## src/rtl/u2w_pkg.sv

```systemverilog
// shared types and constants for the utf-8 to wide code unit decoder
// used by every module of the decoder; depends on nothing
package u2w_pkg;

    localparam int CP_W = 21;

    localparam logic [CP_W-1:0] CP_REPL       = 21'h00FFFD;
    localparam logic [CP_W-1:0] CP_SURR_LO    = 21'h00D800;
    localparam logic [CP_W-1:0] CP_SURR_HI    = 21'h00DFFF;
    localparam logic [CP_W-1:0] CP_HI_BASE    = 21'h00D800;
    localparam logic [CP_W-1:0] CP_LO_BASE    = 21'h00DC00;
    localparam logic [CP_W-1:0] CP_SUPP_BASE  = 21'h010000;
    localparam logic [CP_W-1:0] CP_MAX        = 21'h10FFFF;
    localparam logic [CP_W-1:0] CP_MIN_LEN2   = 21'h000080;
    localparam logic [CP_W-1:0] CP_MIN_LEN3   = 21'h000800;
    localparam logic [CP_W-1:0] CP_MIN_LEN4   = 21'h010000;

    localparam logic [2:0] SEQ_NONE = 3'd0;
    localparam logic [2:0] SEQ_LEN2 = 3'd2;
    localparam logic [2:0] SEQ_LEN3 = 3'd3;
    localparam logic [2:0] SEQ_LEN4 = 3'd4;

    localparam logic OP_DATA = 1'b0;
    localparam logic OP_EOS  = 1'b1;

    localparam logic [1:0] CFG_ADDR_MODE = 2'd0;

    // one decoded item: replacements for held bytes, then an optional code point
    typedef struct packed {
        logic [1:0]      rep_cnt;
        logic            has_tail;
        logic            pair;
        logic [CP_W-1:0] cp;
    } t_desc;

endpackage

```

## src/rtl/utf8_to_wide_decoder_core.sv

```systemverilog
// utf-8 to wide code unit decoder, top level with apb mode register
// path: the first unit of an accepted byte is registered in the descriptor queue, then in the output register
// throughput: one byte per cycle while each item yields one unit and the result side is popped;
// an item with n units holds the unit sequencer until all are issued, the descriptor queue absorbs the difference
// reset: synchronous active low, clears sequence state, queue, output and mode (1-bit)
module utf8_to_wide_decoder_core #(
    parameter int QUEUE_DEPTH = 2
) (
    input  logic        i_clk,
    input  logic        i_rst_n,
    input  logic        push,
    output logic        full,
    input  logic        i_op,
    input  logic [7:0]  i_byte_value,
    output logic        empty,
    input  logic        pop,
    output logic [20:0] o_code_unit,
    output logic        o_last_of_run,
    input  logic        psel,
    input  logic        penable,
    input  logic        pwrite,
    input  logic [1:0]  paddr,
    input  logic [31:0] pwdata,
    output logic [31:0] prdata,
    output logic        pready
);

    logic                            r_mode;
    logic                            accept;
    logic                            f_push;
    u2w_pkg::t_desc                  f_desc;
    logic                            q_valid;
    u2w_pkg::t_desc                  q_desc;
    logic                            q_pop;
    logic [$clog2(QUEUE_DEPTH+1)-1:0] q_count;

    assign pready = 1'b1;
    assign prdata = (paddr == u2w_pkg::CFG_ADDR_MODE) ? {31'd0, r_mode} : 32'd0;

    always_ff @(posedge i_clk) begin
        if (!i_rst_n) begin
            r_mode <= 1'b0;
        end else if (psel && penable && pwrite && pready &&
                     paddr == u2w_pkg::CFG_ADDR_MODE) begin
            r_mode <= pwdata[0];
        end
    end

    assign accept = push && !full;

    u2w_front u_front (
        .i_clk    (i_clk),
        .i_rst_n  (i_rst_n),
        .i_accept (accept),
        .i_op     (i_op),
        .i_byte   (i_byte_value),
        .i_mode   (r_mode),
        .o_push   (f_push),
        .o_desc   (f_desc)
    );

    u2w_queue #(
        .DEPTH (QUEUE_DEPTH)
    ) u_queue (
        .i_clk   (i_clk),
        .i_rst_n (i_rst_n),
        .i_push  (f_push),
        .i_desc  (f_desc),
        .o_full  (full),
        .o_valid (q_valid),
        .o_desc  (q_desc),
        .i_pop   (q_pop),
        .o_count (q_count)
    );

    u2w_back u_back (
        .i_clk       (i_clk),
        .i_rst_n     (i_rst_n),
        .i_q_valid   (q_valid),
        .i_desc      (q_desc),
        .o_q_pop     (q_pop),
        .i_pop       (pop),
        .o_empty     (empty),
        .o_code_unit (o_code_unit),
        .o_last      (o_last_of_run)
    );

`ifndef SYNTHESIS
    // queue occupancy never passes its depth
    a_queue_bound: assert property (@(posedge i_clk) disable iff (!i_rst_n)
        q_count <= ($clog2(QUEUE_DEPTH+1))'(QUEUE_DEPTH))
        else $error("descriptor queue overflow");

    // every queued descriptor yields at least one unit
    a_desc_nonempty: assert property (@(posedge i_clk) disable iff (!i_rst_n)
        q_valid |-> (q_desc.rep_cnt != 2'd0 || q_desc.has_tail))
        else $error("queued descriptor produces no unit");

    // no unit above the unicode range ever reaches the result side
    a_unit_range: assert property (@(posedge i_clk) disable iff (!i_rst_n)
        !empty |-> o_code_unit <= u2w_pkg::CP_MAX)
        else $error("code unit out of range");

    // reset leaves nothing on the result side
    a_reset_empty: assert property (@(posedge i_clk)
        !i_rst_n |=> empty)
        else $error("result pending after reset");
`endif

endmodule

```

## src/rtl/u2w_front.sv

```systemverilog
// front end: sequence state, byte classification and code point assembly
// produces one descriptor per item that yields results; depends on u2w_pkg
module u2w_front (
    input  logic               i_clk,
    input  logic               i_rst_n,
    input  logic               i_accept,
    input  logic               i_op,
    input  logic [7:0]         i_byte,
    input  logic               i_mode,
    output logic               o_push,
    output u2w_pkg::t_desc     o_desc
);

    logic [2:0]                r_exp;
    logic [2:0]                r_held;
    logic [u2w_pkg::CP_W-1:0]  r_part;
    logic [2:0]                n_exp;
    logic [2:0]                n_held;
    logic [u2w_pkg::CP_W-1:0]  n_part;

    logic [u2w_pkg::CP_W-1:0]  acc;
    logic [2:0]                held_inc;
    logic [u2w_pkg::CP_W-1:0]  min_cp;
    logic                      do_lead;
    logic [1:0]                rep_cnt;
    logic                      has_tail;
    logic [u2w_pkg::CP_W-1:0]  tail_cp;

    assign acc      = {r_part[u2w_pkg::CP_W-7:0], i_byte[5:0]};
    assign held_inc = r_held + 3'd1;

    always_comb begin
        unique case (r_exp)
            u2w_pkg::SEQ_LEN2: min_cp = u2w_pkg::CP_MIN_LEN2;
            u2w_pkg::SEQ_LEN3: min_cp = u2w_pkg::CP_MIN_LEN3;
            default:           min_cp = u2w_pkg::CP_MIN_LEN4;
        endcase
    end

    always_comb begin
        n_exp    = r_exp;
        n_held   = r_held;
        n_part   = r_part;
        rep_cnt  = 2'd0;
        has_tail = 1'b0;
        tail_cp  = u2w_pkg::CP_REPL;
        do_lead  = 1'b0;
        if (i_op == u2w_pkg::OP_EOS) begin
            rep_cnt = r_held[1:0];
            n_exp   = u2w_pkg::SEQ_NONE;
            n_held  = 3'd0;
            n_part  = '0;
        end else if (r_exp != u2w_pkg::SEQ_NONE) begin
            if (i_byte[7:6] == 2'b10) begin
                if (held_inc >= r_exp) begin
                    has_tail = 1'b1;
                    // overlong, out of range or surrogate gives one replacement
                    if (acc < min_cp || acc > u2w_pkg::CP_MAX ||
                        (acc >= u2w_pkg::CP_SURR_LO && acc <= u2w_pkg::CP_SURR_HI)) begin
                        tail_cp = u2w_pkg::CP_REPL;
                    end else begin
                        tail_cp = acc;
                    end
                    n_exp  = u2w_pkg::SEQ_NONE;
                    n_held = 3'd0;
                    n_part = '0;
                end else begin
                    n_part = acc;
                    n_held = held_inc;
                end
            end else begin
                // broken sequence: flush held bytes, then decode this byte as a lead
                rep_cnt = r_held[1:0];
                n_exp   = u2w_pkg::SEQ_NONE;
                n_held  = 3'd0;
                n_part  = '0;
                do_lead = 1'b1;
            end
        end else begin
            do_lead = 1'b1;
        end

        if (do_lead) begin
            priority if (i_byte[7] == 1'b0) begin
                has_tail = 1'b1;
                tail_cp  = {13'd0, i_byte};
            end else if (i_byte[7:5] == 3'b110) begin
                n_exp  = u2w_pkg::SEQ_LEN2;
                n_held = 3'd1;
                n_part = {16'd0, i_byte[4:0]};
            end else if (i_byte[7:4] == 4'b1110) begin
                n_exp  = u2w_pkg::SEQ_LEN3;
                n_held = 3'd1;
                n_part = {17'd0, i_byte[3:0]};
            end else if (i_byte[7:3] == 5'b11110) begin
                n_exp  = u2w_pkg::SEQ_LEN4;
                n_held = 3'd1;
                n_part = {18'd0, i_byte[2:0]};
            end else begin
                has_tail = 1'b1;
                tail_cp  = u2w_pkg::CP_REPL;
            end
        end
    end

    assign o_push          = i_accept && (rep_cnt != 2'd0 || has_tail);
    assign o_desc.rep_cnt  = rep_cnt;
    assign o_desc.has_tail = has_tail;
    assign o_desc.pair     = i_mode && has_tail && (tail_cp >= u2w_pkg::CP_SUPP_BASE);
    assign o_desc.cp       = tail_cp;

    always_ff @(posedge i_clk) begin
        if (!i_rst_n) begin
            r_exp  <= u2w_pkg::SEQ_NONE;
            r_held <= 3'd0;
            r_part <= '0;
        end else if (i_accept) begin
            r_exp  <= n_exp;
            r_held <= n_held;
            r_part <= n_part;
        end
    end

endmodule

```

## src/rtl/u2w_queue.sv

```systemverilog
// short descriptor queue between the front end and the unit sequencer
// register based, first in first out; depends on u2w_pkg
module u2w_queue #(
    parameter int DEPTH = 2
) (
    input  logic               i_clk,
    input  logic               i_rst_n,
    input  logic               i_push,
    input  u2w_pkg::t_desc     i_desc,
    output logic               o_full,
    output logic               o_valid,
    output u2w_pkg::t_desc     o_desc,
    input  logic               i_pop,
    output logic [$clog2(DEPTH+1)-1:0] o_count
);

    localparam int PTR_W = (DEPTH > 1) ? $clog2(DEPTH) : 1;
    localparam int CNT_W = $clog2(DEPTH+1);
    localparam logic [PTR_W-1:0] LAST_PTR = PTR_W'(DEPTH - 1);
    localparam logic [CNT_W-1:0] FULL_CNT = CNT_W'(DEPTH);

    u2w_pkg::t_desc    r_mem [DEPTH];
    logic [PTR_W-1:0]  r_wr_ptr;
    logic [PTR_W-1:0]  r_rd_ptr;
    logic [CNT_W-1:0]  r_count;
    logic              do_push;
    logic              do_pop;

    assign o_full  = (r_count == FULL_CNT);
    assign o_valid = (r_count != '0);
    assign o_desc  = r_mem[r_rd_ptr];
    assign o_count = r_count;
    assign do_push = i_push && !o_full;
    assign do_pop  = i_pop && o_valid;

    always_ff @(posedge i_clk) begin
        if (do_push) begin
            r_mem[r_wr_ptr] <= i_desc;
        end
    end

    always_ff @(posedge i_clk) begin
        if (!i_rst_n) begin
            r_wr_ptr <= '0;
            r_rd_ptr <= '0;
            r_count  <= '0;
        end else begin
            if (do_push) begin
                r_wr_ptr <= (r_wr_ptr == LAST_PTR) ? '0 : r_wr_ptr + PTR_W'(1);
            end
            if (do_pop) begin
                r_rd_ptr <= (r_rd_ptr == LAST_PTR) ? '0 : r_rd_ptr + PTR_W'(1);
            end
            unique case ({do_push, do_pop})
                2'b10:   r_count <= r_count + CNT_W'(1);
                2'b01:   r_count <= r_count - CNT_W'(1);
                default: r_count <= r_count;
            endcase
        end
    end

endmodule

```

## src/rtl/u2w_back.sv

```systemverilog
// back end: expands a descriptor into code units, one per cycle while the output register is empty or being popped
// splits supplementary code points into surrogate pairs when the descriptor marks a pair; depends on u2w_pkg
module u2w_back (
    input  logic                       i_clk,
    input  logic                       i_rst_n,
    input  logic                       i_q_valid,
    input  u2w_pkg::t_desc             i_desc,
    output logic                       o_q_pop,
    input  logic                       i_pop,
    output logic                       o_empty,
    output logic [u2w_pkg::CP_W-1:0]   o_code_unit,
    output logic                       o_last
);

    logic [2:0]                r_idx;
    logic                      r_out_valid;
    logic [u2w_pkg::CP_W-1:0]  r_out_unit;
    logic                      r_out_last;

    logic [2:0]                total;
    logic [2:0]                rep3;
    logic [u2w_pkg::CP_W-1:0]  supp_off;
    logic [u2w_pkg::CP_W-1:0]  hi_unit;
    logic [u2w_pkg::CP_W-1:0]  lo_unit;
    logic [u2w_pkg::CP_W-1:0]  n_unit;
    logic                      n_last;
    logic                      advance;

    assign rep3     = {1'b0, i_desc.rep_cnt};
    assign total    = rep3 + (i_desc.has_tail ? (i_desc.pair ? 3'd2 : 3'd1) : 3'd0);
    assign supp_off = i_desc.cp - u2w_pkg::CP_SUPP_BASE;
    assign hi_unit  = u2w_pkg::CP_HI_BASE + {11'd0, supp_off[19:10]};
    assign lo_unit  = u2w_pkg::CP_LO_BASE + {11'd0, supp_off[9:0]};

    always_comb begin
        if (r_idx < rep3) begin
            n_unit = u2w_pkg::CP_REPL;
        end else if (i_desc.pair) begin
            n_unit = (r_idx == rep3) ? hi_unit : lo_unit;
        end else begin
            n_unit = i_desc.cp;
        end
    end

    assign n_last  = (r_idx == total - 3'd1);
    // output register can take a unit when empty or being drained this cycle
    assign advance = i_q_valid && (!r_out_valid || i_pop);
    assign o_q_pop = advance && n_last;

    always_ff @(posedge i_clk) begin
        if (advance) begin
            r_out_unit <= n_unit;
            r_out_last <= n_last;
        end
    end

    always_ff @(posedge i_clk) begin
        if (!i_rst_n) begin
            r_idx       <= 3'd0;
            r_out_valid <= 1'b0;
        end else begin
            if (advance) begin
                r_idx       <= n_last ? 3'd0 : r_idx + 3'd1;
                r_out_valid <= 1'b1;
            end else if (i_pop) begin
                r_out_valid <= 1'b0;
            end
        end
    end

    assign o_empty     = !r_out_valid;
    assign o_code_unit = r_out_unit;
    assign o_last      = r_out_last;

endmodule

```

## config.mk

```make
export PLATFORM = sky130hd
export DESIGN_NAME = utf8_to_wide_decoder_core
export DESIGN_NICKNAME = d
export VERILOG_FILES = /design/src/rtl/u2w_pkg.sv /design/src/rtl/utf8_to_wide_decoder_core.sv /design/src/rtl/u2w_front.sv /design/src/rtl/u2w_queue.sv /design/src/rtl/u2w_back.sv
export SDC_FILE = /design/constraint.sdc
export NUM_CORES = 1
export LEC_CHECK = 0
export BUFFER_PORTS_ARGS = -buffer_cell sky130_fd_sc_hd__buf_4
export CAP_MARGIN = 20
export CORE_ASPECT_RATIO = 1.75
export CORE_MARGIN = 10
export CORE_UTILIZATION = 45
export CTS_CLUSTER_DIAMETER = 40
export CTS_CLUSTER_SIZE = 20
export DETAILED_ROUTE_END_ITERATION = 8
export PLACE_DENSITY = 0.7
export RECOVER_POWER = 100
export SLEW_MARGIN = 20
export SYNTH_ARGS = -nofsm -noshare
export SYNTH_HDL_FRONTEND = slang
export SYNTH_SLANG_ARGS = --single-unit
```

## constraint.sdc

```tcl
create_clock -name i_clk -period 3.4 [get_ports i_clk]
set_input_delay 0.68 -clock i_clk [delete_from_list [all_inputs] [get_ports i_clk]]
set_output_delay 0.68 -clock i_clk [all_outputs]
set_load 0.03 [all_outputs]
```

==> results.txt <==
The run finished with clean final reports. After detailed routing, the number of remaining DRC violations is 0. The first-pass GRT wire length was 15.2 mm; the met3 layer usage reported by global route was 4.43%. For met2 alone, demand over resource in global routing was 21.3%. In this run the mean area of a mapped cell was 12.1 um2. The synthesized netlist occupies a cell area of 4930 um2.

The die covers 15700 um2. The post-route non-filler standard cell count came out at 587. Of the total power, the share spent switching nets is 26.4%. Cells with a size suffix above 1 make up 13.1% of the layout.

At the end of routability-driven placement, the weighted congestion stood at 0.920. Summed over its instances, the top area cell type makes up 43.9% of the synthesized netlist area. The floorplan step defined a core boundary enclosing 10700 um2. Hold violation total from the final report: 0. The logs give 3169 for the via count of the first global-routing pass and 0 for the number of hold buffers added after CTS.

For this run, the register share of the synthesized area comes to 56.4%. Worst hold slack: 0.505 ns. Synthesis inferred 103 register bits. For the pin with the worst max-slew slack, the measured transition is 1.32 ns. The instance count of the mapped netlist came out at 408. In the global route stage, met1 resource usage came out at 11.8%. The master of the slowest instance on the critical path is sky130_fd_sc_hd__clkbuf_2.

The number of placed instances, taps included, is 571. Counting flops with a built-in enable in the synthesized netlist gives 72. The overall track demand over capacity in global routing is 11.9%, and the average wire per standard cell is 15.5 um. The number of buffers and inverters on the critical path works out to 1. The initialized floorplan defines 50 standard-cell rows.

The tools report the number of detailed-routing iterations run before antenna repair as 4. The worst-case reg-to-reg path depth came out at 8. The worst endpoint required time came out at 3.37 ns. Start-to-end type of the worst setup path: reg2reg.

For this design the static power due to leakage is 1.88 nW. CTS placed an instance of sky130_fd_sc_hd__clkbuf_16 at the clock tree root. Among all cell types in the netlist, the one instantiated most often is sky130_fd_sc_hd__edfxtp_1.

The logs give 0 for the antenna diode count and 0.33 ns for the latest clock arrival within the worst-skew pair. Per report_power, the sequential group accounts for 51.0% of the total. 107 I/O pins were placed. Summed over all nets, the half-perimeter wirelength after detailed placement is 6.91 mm. The run gives 0 ns as the total negative slack. Power spread over the standard cell area amounts to 524 nW/um2. Of the total power, combinational logic draws 14.8%. The cell family contributing the most delay on the critical path is compound AO/OA/AOI/OAI gates.

By count the netlist is led by 72 x sky130_fd_sc_hd__edfxtp_1, 32 x sky130_fd_sc_hd__buf_4, 31 x sky130_fd_sc_hd__dfxtp_1. The number of design-rule violations left by the first detailed-router iteration is 75. The number of levels the H-tree was split into was 3. Traced cell by cell, the critical path runs through ha_1, xor2_1, ha_1, nand2_1, o21ai_1, o221ai_1, nor2_2, clkbuf_2. The analysis attributes to net switching a power of 0.754 mW. STA classifies the critical path endpoint as a register. Global routing finished with a remaining overflow of 0. TritonCTS built the clock tree. The final routed wirelength across all metal layers was 9.11 mm. The largest driver fanout on the critical path is 25, and the buffer levels on the longest clock path is 2. The number of nets in the final layout came out at 516. The final-report max-slew violation count came out at 0. Setup repair after global routing left no endpoint under its margin.

The filler cells instantiated in the layout total 963. Yosys mapped the design onto 58 distinct sky130hd cell types. The depth of the critical timing path with buffers and inverters included works out to 8. Clock slew seen by the registers of the worst setup and hold paths: 0.06 ns. Headroom to the max-slew limit came out at 11.9%. Dividing the final minimum period by the clock period gives 90.9%. After detailed routing, the number of vias per cell comes to 5.19. The via count of the routed design was 3049.

After clock tree synthesis, the setup repair step added 0 buffers. The worst setup path is launched from a register. In this run the most used layer during global routing was met2. In this run the worst hold path is classified as reg2reg. The run gives 34.3% as the clock power share.

The biggest area contributor in the post-synthesis netlist is sky130_fd_sc_hd__edfxtp_1. The number of antenna violations at the first check in global routing is 0, and the horizontal die dimension is 99.1 um. The layout-stage area growth over the synthesis result is 10.4%, and the number of setup violations in the final report is 0. The run gives 3.06 ns as the signal arrival time at the worst endpoint.

The run gives 0 as the post-route antenna net violation count. Clock skew after layout: 0.00647 ns. Across the VDD grid, the largest voltage drop is 0.280 mV. The die height was 158 um; the fraction of registers with async set/reset was 0%. The run gives 9 as the number of clock buffers inserted by TritonCTS. The maximum single-stage delay on the critical path works out to 0.53 ns.

Count of instances resized after the clock tree is built: 0. The number of clock sinks is 103, and the depth of the worst hold-timing path is 2. Derived from the worst setup path, the maximum achievable clock frequency is 324 MHz. The number of buffers added on ports was 43.

The tool flagged a number of max-cap violations equal to 0. Internal power comes to 2.10 mW. Entering global routing, the biggest net connects 32 pins.

In the post-synthesis netlist, the biggest area contributors are sky130_fd_sc_hd__edfxtp_1 44%, sky130_fd_sc_hd__dfxtp_1 13%, sky130_fd_sc_hd__buf_4 4.9%. Among the stages of the critical path, the cell type that occurs most often is sky130_fd_sc_hd__ha_1. For this run, the leading register cell type out of synthesis is sky130_fd_sc_hd__edfxtp_1. For this configuration, the core starts out at a cell density of 46.1%.

The routed design could run at a clock period as short as 3.09 ns. For the count of synthesis-stage warnings from yosys, the log shows 0.
[state kept, by name, summed over array words and instances (netlist names), named ones only]
| register | count |
|---|---|
| u_back.o_last | 1 |
| u_front.r_exp | 3 |
| u_back.r_out_valid | 1 |
| u_queue.r_rd_ptr | 1 |
| u_queue.o_count | 2 |
| r_mode | 1 |
| u_back.o_code_unit | 21 |
| u_front.r_held | 3 |
| u_queue.r_mem | 50 |
| u_front.r_part | 15 |
| u_back.r_idx | 3 |
| u_queue.r_wr_ptr | 1 |
[power by group through the flow]
stage          sequential, mW  combinational [mW]  clock (mW)
2_1_floorplan            1.53               0.294           0
3_3_place_gp             1.48               0.446           0
3_5_place_dp             1.48               0.454           0
4_1_cts                  1.45               0.457       0.999
5_1_grt                  1.46               0.465        1.05
6_report                 1.45               0.421       0.977
[worst register-to-register path, cell delays in order, from the launching register on]
cell	delay, ns
sky130_fd_sc_hd__dfxtp_1	0.37
sky130_fd_sc_hd__ha_1	0.26
sky130_fd_sc_hd__xor2_1	0.16
sky130_fd_sc_hd__ha_1	0.30
sky130_fd_sc_hd__nand2_1	0.05
sky130_fd_sc_hd__o21ai_1	0.51
sky130_fd_sc_hd__o221ai_1	0.36
sky130_fd_sc_hd__nor2_2	0.17
sky130_fd_sc_hd__clkbuf_2	0.53
[kinds of logic after synthesis]
kind of cell | synth area share (%)
AOI/OAI and AO/OA | 9.72
xor gates and xnor gates | 2.26
adders and majority gates | 3.55
buffers and inverters | 7.21
DFF | 56.4
muxes | 6.45
other | 0.152
and+or+nand+nor | 14.2
[per-stage QoR]
step	util [%]	total power, mW	setup slack, ns	area (um2)
6_report	50.9	2.85	0.310	5440
3_3_place_gp	49.3	1.92	0.440	5270
2_1_floorplan	-	1.83	0.114	5040
4_1_cts	52.0	2.91	0.329	5570
3_5_place_dp	49.3	1.93	0.361	5270
5_1_grt	50.9	2.98	0.0726	5440
[per-layer routing]
layer / vias up / wire length, um
met5: - / 0
met4: 0 / 137
met3: 8 / 663
met2: 97 / 4780
met1: 1435 / 3530
li1: 1509 / -
[path summary, 6_finish.rpt]
| path | start | to | slack (ns) |
|---|---|---|---|
| setup / recovery | u_front.r_held[0]$_SDFFE_PN0P_ | u_queue.r_mem[0][0]$_DFFE_PP_ | 0.31 |
| hold / removal | u_front.r_held[2]$_SDFFE_PN0P_ | u_front.r_held[2]$_SDFFE_PN0P_ | 0.50 |
| setup reg to reg | u_front.r_held[0]$_SDFFE_PN0P_ | u_queue.r_mem[0][0]$_DFFE_PP_ | 0.31 |
| hold reg to reg | u_front.r_held[2]$_SDFFE_PN0P_ | u_front.r_held[2]$_SDFFE_PN0P_ | 0.50 |
[cell type report]
type	instances	area, um2	area share [%]
clock buffers	10	250	4.60
clock inverters	6	41.3	0.759
inverters	13	48.8	0.897
multi-input cells	276	1900	34.9
flip-flops and latches	103	2780	51.1
well taps	130	163	2.99
repair buffers	49	256	4.71
[placed cells by master (no fill, tap or decap), drive strengths merged, types with 11 or more instances in the layout]
master and instances:
edfxtp 72, clkbuf 43, conb 32, dfxtp 31, nand2 28, nor2 24, nor2b 21, mux2i 16
buf 16, inv 15, ha 14, o21ai 13, o21a 12, a22oi 11
Power figures use the tool's default switching activity.
